==> config.mk <==
export PLATFORM = sky130hd
export DESIGN_NAME = tccw_useq
export DESIGN_NICKNAME = d
export VERILOG_FILES = /design/src/hdl/tccw_pkg.sv /design/src/hdl/tccw_useq.sv
export SDC_FILE = /design/constraint.sdc
export NUM_CORES = 1
export LEC_CHECK = 0
export BUFFER_PORTS_ARGS = -buffer_cell sky130_fd_sc_hd__buf_4
export CAP_MARGIN = 20
export CORE_ASPECT_RATIO = 0.5
export CORE_MARGIN = 1
export CORE_UTILIZATION = 45
export CTS_BUF_LIST = sky130_fd_sc_hd__clkbuf_4 sky130_fd_sc_hd__clkbuf_8
export DETAILED_ROUTE_END_ITERATION = 7
export PLACE_DENSITY = 0.64
export SYNTH_ARGS = -nofsm -noshare
export SYNTH_HDL_FRONTEND = slang
export SYNTH_SLANG_ARGS = --single-unit
==> constraint.sdc <==
create_clock -name i_clk -period 7.7 [get_ports i_clk]
set_input_delay 0.385 -clock i_clk [delete_from_list [all_inputs] [get_ports i_clk]]
set_output_delay 0.385 -clock i_clk [all_outputs]
set_load 0.02 [all_outputs]
==> src/hdl/tccw_pkg.sv <==
// shared types, constants and the microcode program of the text console writer
// no dependencies; imported by tccw_useq and text_console_char_writer_core
package tccw_pkg;

    // screen geometry and field widths
    localparam int COLUMNS   = 80;
    localparam int ROWS      = 25;
    localparam int TAB_WIDTH = 4;
    localparam int CELLS     = COLUMNS * ROWS;
    localparam int COL_W     = $clog2(COLUMNS + 1);
    localparam int ROW_W     = $clog2(ROWS);
    localparam int IDX_W     = $clog2(CELLS + 1);
    localparam int OFF_W     = $clog2(2 * CELLS);
    localparam int CHAR_W    = 8;
    localparam int ATTR_W    = 8;
    localparam int CELL_W    = CHAR_W + ATTR_W;
    localparam int UPC_W     = 5;

    // character codes with special handling
    localparam logic [CHAR_W-1:0] CH_NEWLINE   = 8'h0A;
    localparam logic [CHAR_W-1:0] CH_RETURN    = 8'h0D;
    localparam logic [CHAR_W-1:0] CH_TAB       = 8'h09;
    localparam logic [CHAR_W-1:0] CH_BACKSPACE = 8'h08;
    localparam logic [CHAR_W-1:0] CH_SPACE     = 8'h20;

    localparam logic [ATTR_W-1:0] ATTR_RESET = 8'h0F;

    // operation codes of an input item
    typedef enum logic [1:0] {
        OP_PUT   = 2'd0,
        OP_CLEAR = 2'd1,
        OP_SET   = 2'd2,
        OP_READ  = 2'd3
    } t_op;

    // microcode step addresses
    typedef enum logic [UPC_W-1:0] {
        U_RST0    = 5'd0,
        U_RST_LP  = 5'd1,
        U_IDLE    = 5'd2,
        U_DISP    = 5'd3,
        U_PUT0    = 5'd4,
        U_SCR0    = 5'd5,
        U_SCR_RD  = 5'd6,
        U_SCR_WR  = 5'd7,
        U_SCR_Z   = 5'd8,
        U_PUT1    = 5'd9,
        U_PUT2    = 5'd10,
        U_CLR0    = 5'd11,
        U_CLR_LP  = 5'd12,
        U_SET0    = 5'd13,
        U_SET1    = 5'd14,
        U_RD0     = 5'd15,
        U_RD1     = 5'd16,
        U_DONE    = 5'd17
    } t_ustep;

    // datapath actions
    typedef enum logic [3:0] {
        A_NOP,
        A_ADDR_ZERO,
        A_FILL_ZERO,
        A_FILL_BLANK,
        A_TAKE,
        A_DISPATCH,
        A_WRAP,
        A_SCR_READ,
        A_SCR_WRITE,
        A_PUT_PREP,
        A_PUT_WRITE,
        A_CLR_START,
        A_SET_POS,
        A_HW_LOAD,
        A_RD_ISSUE,
        A_RD_TAKE
    } t_act;

    // jump conditions
    typedef enum logic [3:0] {
        C_NEVER,
        C_ALWAYS,
        C_ITEM,
        C_DISPATCH,
        C_NO_SCROLL,
        C_MOVE_MORE,
        C_LAST,
        C_CTRL_ONLY,
        C_OUT_FREE
    } t_cond;

    // one control word: action, jump when cond holds, else stay or step on
    typedef struct packed {
        t_act   act;
        t_cond  cond;
        t_ustep target;
        logic   stay;
    } t_uword;

    // datapath status seen by the sequencer
    typedef struct packed {
        logic item;
        logic no_scroll;
        logic move_more;
        logic last;
        logic ctrl_only;
        logic out_free;
        t_op  op;
    } t_ustat;

    // microcode rom
    function automatic t_uword ucode(input t_ustep s);
        t_uword w;
        w = '{act: A_NOP, cond: C_NEVER, target: U_IDLE, stay: 1'b0};
        case (s)
            U_RST0:   w = '{A_ADDR_ZERO,  C_NEVER,     U_IDLE,   1'b0};
            U_RST_LP: w = '{A_FILL_ZERO,  C_LAST,      U_IDLE,   1'b1};
            U_IDLE:   w = '{A_TAKE,       C_ITEM,      U_DISP,   1'b1};
            U_DISP:   w = '{A_DISPATCH,   C_DISPATCH,  U_IDLE,   1'b0};
            U_PUT0:   w = '{A_WRAP,       C_NO_SCROLL, U_PUT1,   1'b0};
            U_SCR0:   w = '{A_ADDR_ZERO,  C_NEVER,     U_IDLE,   1'b0};
            U_SCR_RD: w = '{A_SCR_READ,   C_NEVER,     U_IDLE,   1'b0};
            U_SCR_WR: w = '{A_SCR_WRITE,  C_MOVE_MORE, U_SCR_RD, 1'b0};
            U_SCR_Z:  w = '{A_FILL_ZERO,  C_LAST,      U_PUT1,   1'b1};
            U_PUT1:   w = '{A_PUT_PREP,   C_CTRL_ONLY, U_DONE,   1'b0};
            U_PUT2:   w = '{A_PUT_WRITE,  C_ALWAYS,    U_DONE,   1'b0};
            U_CLR0:   w = '{A_CLR_START,  C_NEVER,     U_IDLE,   1'b0};
            U_CLR_LP: w = '{A_FILL_BLANK, C_LAST,      U_DONE,   1'b1};
            U_SET0:   w = '{A_SET_POS,    C_NEVER,     U_IDLE,   1'b0};
            U_SET1:   w = '{A_HW_LOAD,    C_ALWAYS,    U_DONE,   1'b0};
            U_RD0:    w = '{A_RD_ISSUE,   C_NEVER,     U_IDLE,   1'b0};
            U_RD1:    w = '{A_RD_TAKE,    C_NEVER,     U_IDLE,   1'b0};
            U_DONE:   w = '{A_NOP,        C_OUT_FREE,  U_IDLE,   1'b1};
            default:  w = '{A_NOP,        C_ALWAYS,    U_IDLE,   1'b0};
        endcase
        return w;
    endfunction

    // entry step of each operation
    function automatic t_ustep disp_target(input t_op op);
        t_ustep s;
        s = U_PUT0;
        case (op)
            OP_PUT:   s = U_PUT0;
            OP_CLEAR: s = U_CLR0;
            OP_SET:   s = U_SET0;
            OP_READ:  s = U_RD0;
            default:  s = U_PUT0;
        endcase
        return s;
    endfunction

endpackage

==> src/hdl/tccw_useq.sv <==
// microcode sequencer: step counter, control rom and conditional jumps
// depends on tccw_pkg
module tccw_useq
    import tccw_pkg::*;
(
    input  logic   i_clk,
    input  logic   i_rst_n,
    input  t_ustat i_stat,
    output t_uword o_uword
);

    t_ustep r_upc;
    t_ustep n_upc;
    t_uword w;
    logic   cond_true;

    // current control word
    assign w       = ucode(r_upc);
    assign o_uword = w;

    // condition select
    always_comb begin
        case (w.cond)
            C_NEVER:     cond_true = 1'b0;
            C_ALWAYS:    cond_true = 1'b1;
            C_ITEM:      cond_true = i_stat.item;
            C_DISPATCH:  cond_true = 1'b1;
            C_NO_SCROLL: cond_true = i_stat.no_scroll;
            C_MOVE_MORE: cond_true = i_stat.move_more;
            C_LAST:      cond_true = i_stat.last;
            C_CTRL_ONLY: cond_true = i_stat.ctrl_only;
            C_OUT_FREE:  cond_true = i_stat.out_free;
            default:     cond_true = 1'b0;
        endcase
    end

    // next step
    always_comb begin
        if (w.cond == C_DISPATCH) begin
            n_upc = disp_target(i_stat.op);
        end else if (cond_true) begin
            n_upc = w.target;
        end else if (w.stay) begin
            n_upc = r_upc;
        end else begin
            n_upc = t_ustep'(r_upc + UPC_W'(1));
        end
    end

    always_ff @(posedge i_clk) begin
        if (!i_rst_n) begin
            r_upc <= U_RST0;
        end else begin
            r_upc <= n_upc;
        end
    end

endmodule

==> results.py <==
metrics = {
    "clock_network": {
        "cts-root-buf": "clkbuf_8",
        "path_clk_slew_ps": 70,
        "clockBufferDepth": 2,
        "cts_setup_buffers": 0,
        "cts_resized": 0,
        "cts_sinks": 19,
        "clock_latency_ps": 250,
        "cts_tree": "yes",
        "cts_max_level": 1,
        "cts_buffers": 3,
        "ctsHoldBuffers": 0,
    },
    "drt": {
        "vias_per_cell": 5.90,
        "routed-via-count": 1238,
        "drtIter0Drc": 107,
        "drt_first_pass_iters": 4,
        "wirelength_mm": 3.59,
        "drc": 0,
        "final_antenna_net_count": 0,
        "avgRoutedWirePerCell_um": 17.1,
    },
    "setup_path": {
        "reg2reg_from": "o_uword[7]",
        "worstPathRequired_ps": 7830,
        "start_kind": "flip-flop",
        "critPathKind": "flip-flop to flip-flop",
        "cpPeakStageDelay_ps": 610,
        "critPathSlowestCell": "or4bb_1",
        "r2r_setup_slack_ps": 4590,
        "critPathMaxFanout": 8,
        "arrival_ps": 3240,
        "path_cells": "or4bb_1 -> o21ai_0 -> o211ai_1 -> a21oi_1 -> o21bai_1 -> inv_1 -> ha_1 -> mux4_2 -> nor2b_4",
        "worstReg2RegEnd": "o_uword[8]",
        "worstSetupEndpointType": "flip-flop",
        "worstRegToRegCells": 9,
    },
    "cells_and_area": {
        "antenna_cells": 0,
        "nets": 191,
        "n_fill_cell": 266,
        "final_common_cell": "buf_4",
        "drive_above_1_share_pct": 26.0,
        "syn_to_final_growth_pct": 17.5,
        "finalInstanceArea_sq_mm": 0.00159,
        "layout_common_cells": "buf_4 (23), dfxtp_1 (19), nand2_1 (11)",
    },
    "yosys": {
        "synthFlopType": "dfxtp_1",
        "synth-seq-cells": 19,
        "syn_area_sq_mm": 0.00136,
        "synth_cells": 150,
        "async_reset_ff_share_pct": 0,
        "synth_warnings": 0,
        "syn-num-nets": 167,
        "ys_seq_area_share_pct": 28.1,
        "synth_area_per_cell_sq_um": 9.03,
        "synthDistinctLibCells": 63,
        "synth_edf_count": 0,
    },
    "pwr": {
        "powerDensity_mw_per_mm2": 430,
        "leakage_nw": 0.654,
        "power.total_w": 0.000684,
        "power.share.combinational_pct": 65.5,
        "p_sw_share_pct": 47.7,
        "p_seq_share_pct": 24.5,
        "p_sw_w": 0.000326,
        "intPower_w": 0.000358,
        "clkPwrFrac_pct": 10.1,
        "ir_drop_mv": 0.215,
    },
    "global_routing": {
        "grt_overflow": 0,
        "grt_pass1_vias": 1071,
        "grt_pass1_wl_mm": 5.57,
        "grt_start_max_net_pins": 18,
        "globalRouteTotalUtil_pct": 24.6,
        "antenna_found_initial": 0,
    },
    "run_status": {
        "status": "completed",
    },
    "placement": {
        "io_buffers": 23,
        "routabilityCongestion": 0.865,
        "placed_cell_area_sq_mm": 0.00155,
        "dp_hpwl_mm": 2.65,
    },
    "timing": {
        "slew_headroom_pct": 55.6,
        "worst_slew_pin_slew_ps": 666,
        "setup_viol": 0,
        "rsz0062_at_grt": "false",
        "maxSlewViolCount": 0,
        "tns_ps": 0,
        "skew_ps": 1.64,
        "hold_viol": 0,
        "fin_crit_ps": 3110,
        "finalCritPeriodShare_pct": 40.4,
        "fmax_mhz": 322,
    },
    "die": {
        "placementRows": 13,
        "fp.dieH_um": 40.8,
        "die-area_sq_mm": 0.00325,
        "dieWidth_um": 79.6,
        "coreArea_sq_mm": 0.00272,
        "ios": 24,
        "initial_core_util_pct": 49.9,
    },
    "worst_hold_path": {
        "worstHoldPathType": "input pin to flip-flop",
        "hold_path_end": "o_uword[4]",
        "whs_path_depth": 3,
        "holdCritStartpoint": "i_rst_n",
    },
    "run": {
        "drv_cap": 0,
    },
}
[Yosys cell counts (2+ instances only)]
| cell type | instances | area, sq um |
|---|---|---|
| o31ai_1 | 3 | 22.5 |
| o21ai_0 | 5 | 25.0 |
| a31o_2 | 2 | 17.5 |
| ha_1 | 7 | 87.6 |
| o211ai_1 | 4 | 30.0 |
| nand3b_1 | 2 | 15.0 |
| inv_1 | 7 | 26.3 |
| nand3_1 | 7 | 35.0 |
| o21bai_1 | 4 | 30.0 |
| o221ai_1 | 3 | 26.3 |
| a2111oi_0 | 2 | 17.5 |
| mux2i_1 | 3 | 30.0 |
| nor2_1 | 8 | 30.0 |
| dfxtp_1 | 19 | 380 |
| a21o_1 | 2 | 15.0 |
| nor2b_1 | 2 | 12.5 |
| nor3_1 | 3 | 15.0 |
| o21ai_1 | 2 | 10.0 |
| xnor2_1 | 4 | 35.0 |
| a21oi_1 | 7 | 35.0 |
| and2_1 | 2 | 12.5 |
| nand2_1 | 11 | 41.3 |
[per-stage QoR]
stage               setup WS (ps)  cells  utilization (%)  hold WS (ps)
global route                 4350    210             58.6           463
CTS                          4610    210             58.6           447
global placement             4670    206             56.9           709
floorplan                    4830    150                -           713
finish                       4590    210             58.6           452
detailed placement           4640    206             56.9           715
[kinds of logic (layout without fill, tap and decap cells)]
family                     Yosys count  count (layout)  synth area share (%)
and+or+nand+nor                     47              47                  21.0
muxes                                5               5                  4.71
buffers and inverters               13              36                  4.89
AOI/OAI and AO/OA                   54              54                  31.7
DFF                                 19              19                  28.1
xor gates and xnor gates             5               5                  3.23
adders and majority gates            7               7                  6.46
[worst max-delay path by stage]
stage | start | endpoint | cells past startpoint
3_3_place_gp | o_uword[6] | o_uword[8] | 8
6_report | o_uword[7] | o_uword[8] | 9
2_1_floorplan | o_uword[7] | o_uword[8] | 9
4_1_cts | o_uword[7] | o_uword[8] | 9
3_5_place_dp | o_uword[6] | o_uword[8] | 8
5_1_grt | o_uword[7] | o_uword[8] | 9
[routing by layer]
metal | global-route usage (%) | wire length [um] | up-vias
li1 | - | - | 624
met2 | 35.7 | 1430 | 35
met1 | 36.1 | 1910 | 577
met4 | 6.36 | 12 | 0
met3 | 5.78 | 230 | 2
met5 | 0 | 0 | -
[flip-flops by register name (all words and copies together), names as in the netlist]
| register | count |
|---|---|
| o_uword | 14 |
| r_upc | 5 |
[power by group through the flow]
stage                     Combinational [W]  Clock (W)  Sequential (W)
final                              0.000448  0.0000689        0.000167
after global placement             0.000438          0        0.000169
after CTS                          0.000441  0.0000700        0.000167
after global routing               0.000488  0.0000735        0.000174
after floorplan                    0.000300          0        0.000191
after detailed placement           0.000437          0        0.000169
[critical path: cells and delay by family, from the launching register on]
family | cells | cell delay, ps
mux | 1 | 480
simple gates | 2 | 740
compound gates | 4 | 870
fa+ha+maj | 1 | 280
buf+inv | 1 | 170
flops | 1 | 450
[layout make-up]
class	count	area, sq um	share of cell area (%)
timing repair buffer	23	173	10.8
inverter	9	38.8	2.44
sequential	19	380	23.9
multi-input combinational	118	908	57.0
clock inverter	1	5.00	0.314
tap	37	46.3	2.91
clock buffer	3	41.3	2.59
No activity file was read; power rests on OpenSTA's default activity.
